===== src/sv/cas_pkg.sv =====
// Shared types and constants for the command line argument splitter.
package cas_pkg;

	// Parsing phases
	localparam logic [1:0] PH_NAME = 2'd0;
	localparam logic [1:0] PH_GAP  = 2'd1;
	localparam logic [1:0] PH_ARG  = 2'd2;

	// Code units with a special meaning
	localparam logic [15:0] U_QUOTE  = 16'h0022;
	localparam logic [15:0] U_BSLASH = 16'h005C;
	localparam logic [15:0] U_SPACE  = 16'h0020;
	localparam logic [15:0] U_TAB    = 16'h0009;
	localparam logic [15:0] U_NUL    = 16'h0000;

	// One result beat, plus a flag telling whether the unit produced one
	typedef struct packed {
		logic        valid;
		logic [7:0]  run;
		logic        has_char;
		logic [15:0] unit;
		logic        eoa;
		logic        eol;
	} cas_res_t;

endpackage


===== src/sv/cas_step.sv =====
// Per-unit split decision with the parser state registers.
module cas_step import cas_pkg::*; #(
	parameter int unsigned MAX_BACKSLASH_RUN = 255
) (
	input  logic        clk,
	input  logic        arst_n,
	input  logic        fire,
	input  logic [15:0] unit,
	output cas_res_t    res
);

	localparam logic [7:0] RUN_LIMIT =
		(MAX_BACKSLASH_RUN > 255) ? 8'd255 : 8'(MAX_BACKSLASH_RUN);

	logic [1:0] phase_q;
	logic       quoted_q;
	logic [7:0] slash_q;
	logic       qpend_q;

	logic [1:0] ph_n;
	logic       q_n;
	logic [7:0] sc_n;
	logic       qp_n;

	logic       is_quote, is_bsl, is_nul, is_blank;

	assign is_quote = (unit == U_QUOTE);
	assign is_bsl   = (unit == U_BSLASH);
	assign is_nul   = (unit == U_NUL);
	assign is_blank = (unit == U_SPACE) || (unit == U_TAB);

	// Next state and result for the unit in the input register
	always_comb begin
		logic       do_arg;
		logic       go_unit;
		logic       a_q;
		logic [7:0] a_sc;
		logic       a_qp;
		logic [7:0] run;
		logic [7:0] base;
		res     = '0;
		ph_n    = phase_q;
		q_n     = quoted_q;
		sc_n    = slash_q;
		qp_n    = qpend_q;
		do_arg  = 1'b0;
		go_unit = 1'b0;
		a_q     = quoted_q;
		a_sc    = slash_q;
		a_qp    = qpend_q;
		run     = '0;
		base    = '0;

		if (phase_q == PH_GAP) begin
			if (is_blank) begin
				// skip separator
			end else if (is_nul) begin
				ph_n    = PH_NAME;
				q_n     = 1'b0;
				sc_n    = '0;
				qp_n    = 1'b0;
				res.eol = 1'b1;
			end else begin
				// new argument starts with this unit
				do_arg = 1'b1;
				ph_n   = PH_ARG;
				a_q    = 1'b0;
				a_sc   = '0;
				a_qp   = 1'b0;
			end
		end else if (phase_q == PH_ARG) begin
			do_arg = 1'b1;
		end else begin
			// program name
			if (is_quote) begin
				q_n = ~quoted_q;
			end else if (is_nul) begin
				ph_n    = PH_NAME;
				q_n     = 1'b0;
				sc_n    = '0;
				qp_n    = 1'b0;
				res.eoa = 1'b1;
				res.eol = 1'b1;
			end else if (!quoted_q && is_blank) begin
				ph_n    = PH_GAP;
				q_n     = 1'b0;
				res.eoa = 1'b1;
			end else begin
				res.has_char = 1'b1;
				res.unit     = unit;
			end
		end

		// Inside an argument
		if (do_arg) begin
			q_n  = a_q;
			sc_n = a_sc;
			qp_n = a_qp;
			if (a_qp) begin
				qp_n = 1'b0;
				sc_n = '0;
				if (is_quote) begin
					// doubled quote inside quotes
					res.run      = a_sc;
					res.has_char = 1'b1;
					res.unit     = U_QUOTE;
				end else begin
					q_n     = 1'b0;
					go_unit = 1'b1;
					run     = a_sc;
				end
			end else if (is_quote) begin
				sc_n = '0;
				if (a_sc[0]) begin
					// odd run: literal quote
					res.run      = {1'b0, a_sc[7:1]};
					res.has_char = 1'b1;
					res.unit     = U_QUOTE;
				end else if (a_q) begin
					// hold the quote for one unit of lookahead
					qp_n = 1'b1;
					sc_n = {1'b0, a_sc[7:1]};
				end else begin
					q_n     = 1'b1;
					res.run = {1'b0, a_sc[7:1]};
				end
			end else if (is_bsl) begin
				go_unit = 1'b1;
				base    = a_sc;
			end else begin
				go_unit = 1'b1;
				run     = a_sc;
			end
		end

		// Plain unit handling, after any held backslashes
		if (go_unit) begin
			res.run = run;
			sc_n    = base;
			if (is_bsl) begin
				sc_n = (base < RUN_LIMIT) ? base + 8'd1 : RUN_LIMIT;
			end else if (is_nul) begin
				ph_n    = PH_NAME;
				q_n     = 1'b0;
				sc_n    = '0;
				qp_n    = 1'b0;
				res.eoa = 1'b1;
				res.eol = 1'b1;
			end else if (!q_n && is_blank) begin
				ph_n    = PH_GAP;
				res.eoa = 1'b1;
			end else begin
				res.has_char = 1'b1;
				res.unit     = unit;
			end
		end

		res.valid = (res.run != 8'd0) || res.has_char || res.eoa || res.eol;
	end

	// Parser state
	always_ff @(posedge clk or negedge arst_n) begin
		if (!arst_n) begin
			phase_q  <= PH_NAME;
			quoted_q <= 1'b0;
			slash_q  <= '0;
			qpend_q  <= 1'b0;
		end else if (fire) begin
			phase_q  <= ph_n;
			quoted_q <= q_n;
			slash_q  <= sc_n;
			qpend_q  <= qp_n;
		end
	end

	// A held quote only exists inside a quoted argument
	a_qpend_ctx: assert property (@(posedge clk) disable iff (!arst_n)
		qpend_q |-> (phase_q == PH_ARG) && quoted_q)
		else $error("held quote outside quoted argument");

	// End of line returns the parser to its reset state
	a_eol_reset: assert property (@(posedge clk) disable iff (!arst_n)
		(fire && res.eol) |=> (phase_q == PH_NAME) && !quoted_q &&
			(slash_q == 8'd0) && !qpend_q)
		else $error("state not cleared after end of line");

	// Backslash count stays within the run limit
	a_run_limit: assert property (@(posedge clk) disable iff (!arst_n)
		slash_q <= RUN_LIMIT)
		else $error("backslash count beyond limit");

endmodule


===== src/sv/command_line_arg_splitter.sv =====
// Top level of the command line argument splitter.
//
// Input channel in_valid/in_ready carries one UTF-16 code unit per beat;
// a zero unit ends the line and the next unit starts a new one.
// Output channel out_valid/out_ready carries one result beat: a count of
// backslashes, an optional character, and end of argument / end of line
// marks. Units that only skip blanks, open quoting or are held for
// lookahead produce no beat.
// A unit is captured in an input register and decided from there into the
// output register; out_valid rises when that register loads a result.
// Throughput is one unit per cycle while the receiver takes results; the
// state update of the per-unit decision is the only loop.
// When the receiver stalls with a result waiting, one more unit is held
// in the input register; further units wait until out_ready returns,
// except that units producing no beat still drain.
// Reset (arst_n low) empties both registers and puts the parser in the
// program name phase with no quoting and no backslashes counted.
module command_line_arg_splitter import cas_pkg::*; #(
	parameter int unsigned MAX_BACKSLASH_RUN = 255
) (
	input  logic        clk,
	input  logic        arst_n,
	input  logic        in_valid,
	output logic        in_ready,
	input  logic [15:0] code_unit,
	output logic        out_valid,
	input  logic        out_ready,
	output logic [7:0]  backslash_run,
	output logic        has_char,
	output logic [15:0] out_unit,
	output logic        end_of_argument,
	output logic        end_of_line
);

	logic        valid_s1;
	logic [15:0] unit_s1;
	cas_res_t    res;
	logic        fire;
	logic        load;
	logic        slot_free;

	// Decide the held unit when its result, if any, has a place to go
	assign slot_free = !out_valid || out_ready;
	assign fire      = valid_s1 && (!res.valid || slot_free);
	assign load      = fire && res.valid;
	assign in_ready  = !valid_s1 || fire;

	cas_step #(
		.MAX_BACKSLASH_RUN(MAX_BACKSLASH_RUN)
	) u_step (
		.clk   (clk),
		.arst_n(arst_n),
		.fire  (fire),
		.unit  (unit_s1),
		.res   (res)
	);

	// Input register
	always_ff @(posedge clk or negedge arst_n) begin
		if (!arst_n) begin
			valid_s1 <= 1'b0;
		end else if (in_ready) begin
			valid_s1 <= in_valid;
		end
	end

	always_ff @(posedge clk) begin
		if (in_valid && in_ready) begin
			unit_s1 <= code_unit;
		end
	end

	// Output register
	always_ff @(posedge clk or negedge arst_n) begin
		if (!arst_n) begin
			out_valid <= 1'b0;
		end else if (load) begin
			out_valid <= 1'b1;
		end else if (out_ready) begin
			out_valid <= 1'b0;
		end
	end

	always_ff @(posedge clk) begin
		if (load) begin
			backslash_run   <= res.run;
			has_char        <= res.has_char;
			out_unit        <= res.unit;
			end_of_argument <= res.eoa;
			end_of_line     <= res.eol;
		end
	end

	// A delivered beat always carries something
	a_nonempty: assert property (@(posedge clk) disable iff (!arst_n)
		out_valid |-> (backslash_run != 8'd0) || has_char ||
			end_of_argument || end_of_line)
		else $error("empty result beat");

	// No character means a zero unit field
	a_unit_zero: assert property (@(posedge clk) disable iff (!arst_n)
		(out_valid && !has_char) |-> (out_unit == 16'd0))
		else $error("unit set without character");

	// A result is never loaded over one still waiting
	a_no_overwrite: assert property (@(posedge clk) disable iff (!arst_n)
		load |-> slot_free)
		else $error("result register overwritten");

endmodule


===== config.mk =====
export PLATFORM = sky130hd
export DESIGN_NAME = command_line_arg_splitter
export DESIGN_NICKNAME = d
export VERILOG_FILES = /design/src/sv/cas_pkg.sv /design/src/sv/cas_step.sv /design/src/sv/command_line_arg_splitter.sv
export SDC_FILE = /design/constraint.sdc
export NUM_CORES = 1
export LEC_CHECK = 0
export BUFFER_PORTS_ARGS = -buffer_cell sky130_fd_sc_hd__buf_2
export CORE_MARGIN = 2
export CORE_UTILIZATION = 51
export CTS_CLUSTER_DIAMETER = 120
export DETAILED_ROUTE_END_ITERATION = 16
export MAX_ROUTING_LAYER = met4
export PLACE_DENSITY = 0.75
export SLEW_MARGIN = 0
export SYNTH_ARGS = -nofsm -noshare
export SYNTH_HDL_FRONTEND = slang
export SYNTH_SLANG_ARGS = --single-unit

===== constraint.sdc =====
create_clock -name clk -period 3.23 [get_ports clk]
set_clock_uncertainty 0.15 [all_clocks]
set_input_delay 0.1615 -clock clk [delete_from_list [all_inputs] [get_ports clk]]
set_output_delay 0.1615 -clock clk [all_outputs]
set_load 0.03 [all_outputs]

After elaboration in Yosys (flattened, before gate mapping)
Cells that the tools add are included.
Operators by class
  reduce and logical (&&, ||, !) cells: 21
  magnitude comparators: 1
  equality and inequality tests: 9
  muxes and demuxes: 103
  bitwise operators: 1
  add/subtract/negate cells: 1
Operators with widths (number)
  $mux 8: 26
  $mux 25: 4
  $mux 17: 5
  $mux 19: 3
  $mux 1: 50
  $eq 16x6->1 const B: 2
  $mux 27: 1
  $mux 2: 11
  $mux 18: 1
  $eq 16x4->1 const B: 1
  $eq 16x7->1 const B: 1
  $logic_not 16->1: 1
  $mux 7: 2
  $add 8x1->8 const B: 1
  $lt 8x8->1 const B: 1
  $ne 4x4->1 const B: 2
  $reduce_bool 8->1: 1
  $logic_or 1x1->1: 7
  $logic_and 1x1->1: 5
  $logic_not 1->1: 5
  $ne 4x3->1 const B: 1
  $reduce_and 4->1: 1
  $eq 2x1->1 const B: 1
  $eq 2x2->1 const B: 1
  other kinds (2): 2
Storage, ports and cells
  flip-flop bits (word level): 57
  input bits: 20
  logic and storage cells: 148
  output and inout port bits: 29

Longest topological paths before layout
  depth in word-level cells: 25
  mapped depth: 14
  depth with buffers taken out: 11

Hierarchy
A second synthesis with hierarchy kept.
Unflattened totals
  cell total of the unflattened synthesis: 235
  area total of the unflattened synthesis: 2757.6 um^2
By module, submodules not included
  command_line_arg_splitter: instances 1, sequential area each 1341.3 um^2, cells an instance 53, area each 1397.6 um^2
  cas_step: instances 1, sequential area each 300.3 um^2, cells an instance 182, area each 1360.1 um^2

Least setup slack after synthesis
OpenSTA, ideal clock, no wires.
  path kind: register to register
  start point: register unit_s1[8]
  end point: register backslash_run[0], enable pin
  cell stages (with the launch flop): 9
  path buffers: 0
  required time: 2.694 ns
  setup slack: -0.235 ns
  clock period less this slack: 3.465 ns
  setup time: 0.386 ns
  data arrival time: 2.929 ns
  cell sequence: edfxtp_1 > or4_4 > or3_4 > o22ai_4 > o2111ai_4 > a221oi_4 > a21oi_2 > nand3_1 > and3_1
Between the ends
  cells in the longest elaborated chain, start to end: 23
  elaborated cells between the ends (all ways): 72
  those cells by class: eq/ne: 4; mux: 55; reduce/logical: 13
Ends and longest elaborated chain
  start, declared: RTL line command_line_arg_splitter.sv:36  | logic [15:0] unit_s1;
  start signal, assigned: RTL line command_line_arg_splitter.sv:69  | unit_s1 <= code_unit;
  $eq 16x6->1 / $eq 16x4->1 (equally long branches): RTL line cas_step.sv:30  | assign is_blank = (unit == U_SPACE) || (unit == U_TAB);
  $logic_or 1x1->1: RTL line cas_step.sv:30
  $logic_and 1x1->1: RTL line cas_step.sv:84  | end else if (!quoted_q && is_blank) begin
  $mux 17: RTL line cas_step.sv:84
  $mux 17: RTL line cas_step.sv:77  | end else if (is_nul) begin
  $mux 19: RTL line cas_step.sv:75  | if (is_quote) begin
  $mux 19: RTL line cas_step.sv:71  | end else if (phase_q == PH_ARG) begin
  $mux 18: RTL line cas_step.sv:54  | if (phase_q == PH_GAP) begin
  [7 not listed]
  $mux 27 *: RTL line cas_step.sv:137  | if (go_unit) begin
  $logic_or 1x1->1 (2 in series): RTL line cas_step.sv:158  | res.valid = (res.run != 8'd0) || res.has_char || res.eoa || res.eol;
  $logic_or 1x1->1 *: RTL line cas_step.sv:158
  $logic_not 1->1: RTL line command_line_arg_splitter.sv:44  | assign fire = valid_s1 && (!res.valid || slot_free);
  $logic_or 1x1->1: RTL line command_line_arg_splitter.sv:44
  $logic_and 1x1->1: RTL line command_line_arg_splitter.sv:44
  $logic_and 1x1->1 *: RTL line command_line_arg_splitter.sv:45  | assign load = fire && res.valid;
  via load: RTL line command_line_arg_splitter.sv:39  | logic load;
  end signal, assigned: RTL line command_line_arg_splitter.sv:86  | backslash_run <= res.run;
  end, declared: RTL line command_line_arg_splitter.sv:28  | output logic [7:0] backslash_run,
Mark *: on every way through the listed nets, which the timed path passes. The rest lies on a longest branch.
A chain may end at the register's enable or synchronous reset.

Worst setup path after layout
  start point: register unit_s1[7]
  end point: output port in_ready
Between the ends
  cells in the longest elaborated chain, start to end: 23
  elaborated cells between the ends (all ways): 72
  those cells by class: eq/ne: 4; mux: 55; reduce/logical: 13
Ends and longest elaborated chain
  $eq 16x6->1 / $eq 16x4->1 (equally long branches): RTL line cas_step.sv:30
  $logic_or 1x1->1: RTL line cas_step.sv:30
  $logic_and 1x1->1: RTL line cas_step.sv:84
  $mux 17: RTL line cas_step.sv:84
  $mux 17: RTL line cas_step.sv:77
  $mux 19: RTL line cas_step.sv:75
  $mux 19: RTL line cas_step.sv:71
  $mux 18: RTL line cas_step.sv:54
  [6 not listed]
  $mux 19: RTL line cas_step.sv:140  | if (is_bsl) begin
  $mux 27 *: RTL line cas_step.sv:137
  $logic_or 1x1->1 (2 in series): RTL line cas_step.sv:158
  $logic_or 1x1->1 *: RTL line cas_step.sv:158
  $logic_not 1->1 *: RTL line command_line_arg_splitter.sv:44
  $logic_or 1x1->1 *: RTL line command_line_arg_splitter.sv:44
  $logic_and 1x1->1 *: RTL line command_line_arg_splitter.sv:44
  $logic_or 1x1->1 *: RTL line command_line_arg_splitter.sv:46  | assign in_ready = !valid_s1 || fire;
  end, declared: RTL line command_line_arg_splitter.sv:24  | output logic in_ready,
Every way passes the cells marked *; elsewhere a longest branch is shown, timed or not.

==> summary.md <==
| Metric | Value |
|---|---|
| Number of buffers created by CTS | `9` |
| GRT Total Usage | `23.4%` |
| Outcome | `finished, violations left` |
| Global placement routability congestion | `0.924` |
| Worst setup path endpoint | `in_ready` |
| # rows | `28` |
| Maximum clock frequency | `0.298 GHz` |
| Synth cell types | `66` |
| Detail Placement HPWL | `4850 microns` |
| Number of violations of the max-capacitance limit | `0` |
| # fillers | `between 400 and 500` |
| Post-synth EDFFs | `43` |
| # diodes | `0` |
| Number of design-rule violations left by the first detailed-router iteration | `283` |
| Layout Nets | `around 400` |
| Data required time at the worst endpoint | `2.92 ns` |
| Crit. Startpoint | `unit_s1[7]$_DFFE_PP_` |
| Detail-routed net length per standard cell | `between 15 and 20 microns` |
| Via-to-Cell Ratio | `just under 6` |
| Area used by multi-input combinational logic | `1330 sq um` |
| Final setup slack of the worst path | `-0.130 ns` |
| Unrepaired setup endpoints after global routing | `yes` |
| Data arrival, critical path | `between 3 and 4 ns` |
| Register-to-Register Setup Slack | `-0.03 ns` |
| TritonCTS sink count | `57` |
| Worst Reg-to-Reg Cells | `11` |
| Finish-stage setup viols | `33` |
| Sequential cell area fraction in the yosys report | `between 50 and 60%` |
| Non-filler instance count after layout | `about 460` |
| Post-layout total power | `between 1.5 and 2 mW` |
| Share of flip-flops with an asynchronous set or reset after synthesis | `24.6%` |
| CORE AREA | `5890 sq um` |
| Worst relative slew slack | `74.1%` |
| Cell Count Post-Placement | `411` |
| Power density normalized to cell area | `about 440 nW/um^2` |
| Crit path max fanout | `4` |
| Capturing element type of the critical path | `primary output` |
| # IOs | `49` |
| Input/output buffers | `48` |
| Static leakage power | `1.68 nW` |
| Peak ir drop on the vdd network | `0.383 mV` |
| Die Outline Area | `6670 sq um` |
| DRC violation count after routing | `0` |
| Top FF cell, synth | `edfxtp_1` |
| Largest net degree at the start of global routing | `28` |
| CTS tree | `done` |
| Worst-Margin Slew | `0.385 ns` |
| Global-route wire length before repair | `11300 microns` |
| Clock insertion delay at the later pin of the skew report | `around 0.34 ns` |
| Cell area after synthesis | `3080 sq um` |
| Number of global-route vias before repair | `2401` |
| Total number of vias | `between 2000 and 3000` |
| Die span in y | `between 80 and 90 microns` |
| Clock slew at the register clock pins of the worst setup and hold paths | `0.07 ns` |
| Hold Path Class | `in2async` |
| Violated checks | `setup timing` |
| H-Tree Level Count | `3` |
| Count of antenna-violating nets left after detailed routing | `0` |
| Horiz. Die Dim | `between 80 and 90 microns` |
| Area growth from synthesis to layout | `34.3%` |
| Final clock period utilization by the worst path | `104%` |
| Worst Path Class, Setup | `reg2out` |
| Minimum clock period | `3.36 ns` |
| Starting density of the core | `around 52%` |
| Post-synthesis instance total | `approximately 270` |
| Nets in the synthesized netlist | `295` |
| Detailed Route WL | `7360 microns` |
| First-pass iteration count of the detailed router | `7` |
| Proportion of layout cells with a drive suffix above 1 | `39.8%` |
| FF-to-FF Start | `unit_s1[7]$_DFFE_PP_` |
| Root Buffer Master | `clkbuf_8` |
| Storage element area | `around 1600 sq um` |
| Initial antenna violation count | `0` |
| Critical path launch point type | `flop` |
| Count of final hold-check violations | `0` |
| FF+latch count, synth | `57` |
| Final core occ | `between 70% and 80%` |
| Synth Area per Inst | `~11 sq um` |
| Maximum root-to-sink buffer count | `2` |
| Warnings from Yosys | `0` |
| Slew Viols, Final | `0` |
| Total congestion overflow | `0` |
| Worst flop-to-flop path endpoint | `backslash_run[1]$_DFFE_PP_` |
## through the flow
stage	hold WS, ns	worst slack [ns]	setup TNS (ns)	cell area (sq um)
2_1_floorplan	-0.284	0.0426	0	3090
3_3_place_gp	-0.0739	-0.0128	-0.283	3580
3_5_place_dp	-0.0675	-0.117	-3.11	3580
4_1_cts	0.0979	-0.158	-4.38	4020
5_1_grt	0.138	-0.245	-6.00	4130
6_report	0.107	-0.130	-0.593	4130
## cell type report
class                   count  area share, %
clock inverters             6           2.00
repair buffers            115           20.1
inverters                   6          0.545
multi-input cells         188           32.3
flip-flops and latches     57           39.7
clock buffers              10           3.09
well taps                  75           2.27
## worst min path at each step
stage | endpoint | slack (ns)
3_5_place_dp | u_step.phase_q[0]$_DFFE_PN0P_ | -0.07
4_1_cts | u_step.slash_q[7]$_DFFE_PN0P_ | 0.1
5_1_grt | u_step.slash_q[7]$_DFFE_PN0P_ | 0.14
6_report | u_step.slash_q[7]$_DFFE_PN0P_ | 0.11
2_1_floorplan | out_valid$_DFFE_PN0P_ | -0.28
3_3_place_gp | u_step.slash_q[5]$_DFFE_PN0P_ | -0.07
## report_power, final
| part | internal [mW] | switching [mW] | total (mW) |
|---|---|---|---|
| clock | 0.430 | 0.282 | 0.712 |
| sequential | 0.843 | 0.0310 | 0.874 |
| combinational | 0.106 | 0.140 | 0.246 |
| total | 1.38 | 0.453 | 1.83 |
## cell families (layout without fill, tap and decap cells)
| group | Yosys count | after routing | share of synthesized area (%) |
|---|---|---|---|
| adders and majority gates | 1 | 1 | 0.406 |
| AOI/OAI and AO/OA | 65 | 65 | 17.3 |
| muxes | 5 | 5 | 2.32 |
| buffers and inverters | 29 | 137 | 5.28 |
| and+or+nand+nor | 114 | 114 | 20.5 |
| DFF | 57 | 57 | 53.3 |
| xor gates and xnor gates | 3 | 3 | 0.854 |
## layer usage
metal / track usage (%) / vias to the layer above / wire, microns
met1: 30.2 / 1266 / 3040
met3: 5.71 / 28 / 513
met5: - / - / 0
li1: - / 1218 / -
met2: 35.9 / 142 / 3630
met4: 9.17 / 0 / 177
## layout by cell type (no fill, tap or decap), drive strengths merged, types with 6 or more instances in the layout
master and n:
nor2 21, a31oi 7, and3 10, and2 9, a21oi 7, nand2 30
inv 6, nand3 9, a22oi 7, o21ai 18, dfrtp 14, nand4 6
edfxtp 43, buf 97, clkbuf 10, dlygate4sd3 18
## cells in the mapped netlist, types with 5 or more instances
cell	number	share of area, %
o21ai_0	17	2.8
edfxtp_1	43	42
nand4_1	6	1.2
nor2_1	19	2.3
nor3_1	5	0.81
nand2_1	30	3.7
a22oi_1	7	1.7
o21a_1	5	1.2
a31oi_1	5	1.0
inv_1	6	0.73
clkbuf_1	13	1.6
dfrtp_1	14	11
and2_2	5	1.2
and3_1	9	1.8
nand3_1	9	1.5
a21oi_1	6	0.98
## repair_timing
action / 4_1_cts / 5_1_grt
gates cloned: 0 / 0
setup endpoints to repair: 29 / 56
setup buffers: 4 / 8
pin swaps: 7 / 15
hold buffers: 18 / 0
endpoints found under the hold margin: 31 / 0
resized for setup: 6 / 12
## sequential cells by signal, summed over array words and instances (netlist names)
name and cells:
backslash_run 8, end_of_argument 1, end_of_line 1, has_char 1
out_unit 16, out_valid 1, u_step.phase_q 2, u_step.qpend_q 1
u_step.quoted_q 1, u_step.slash_q 8, unit_s1 16, valid_s1 1
## worst max-delay path, cell delays in order (launching register included)
cell and delay (ns):
edfxtp_1 0.42, or3_4 0.44, buf_12 0.14, nor4_1 0.16
buf_4 0.17, a311o_2 0.19, o2111ai_4 0.16, a221oi_4 0.35
a21oi_2 0.09, nand3_2 0.09, nand2_2 0.08, or2_4 0.27
buf_6 0.14
No activity file was read; power rests on OpenSTA's default activity.
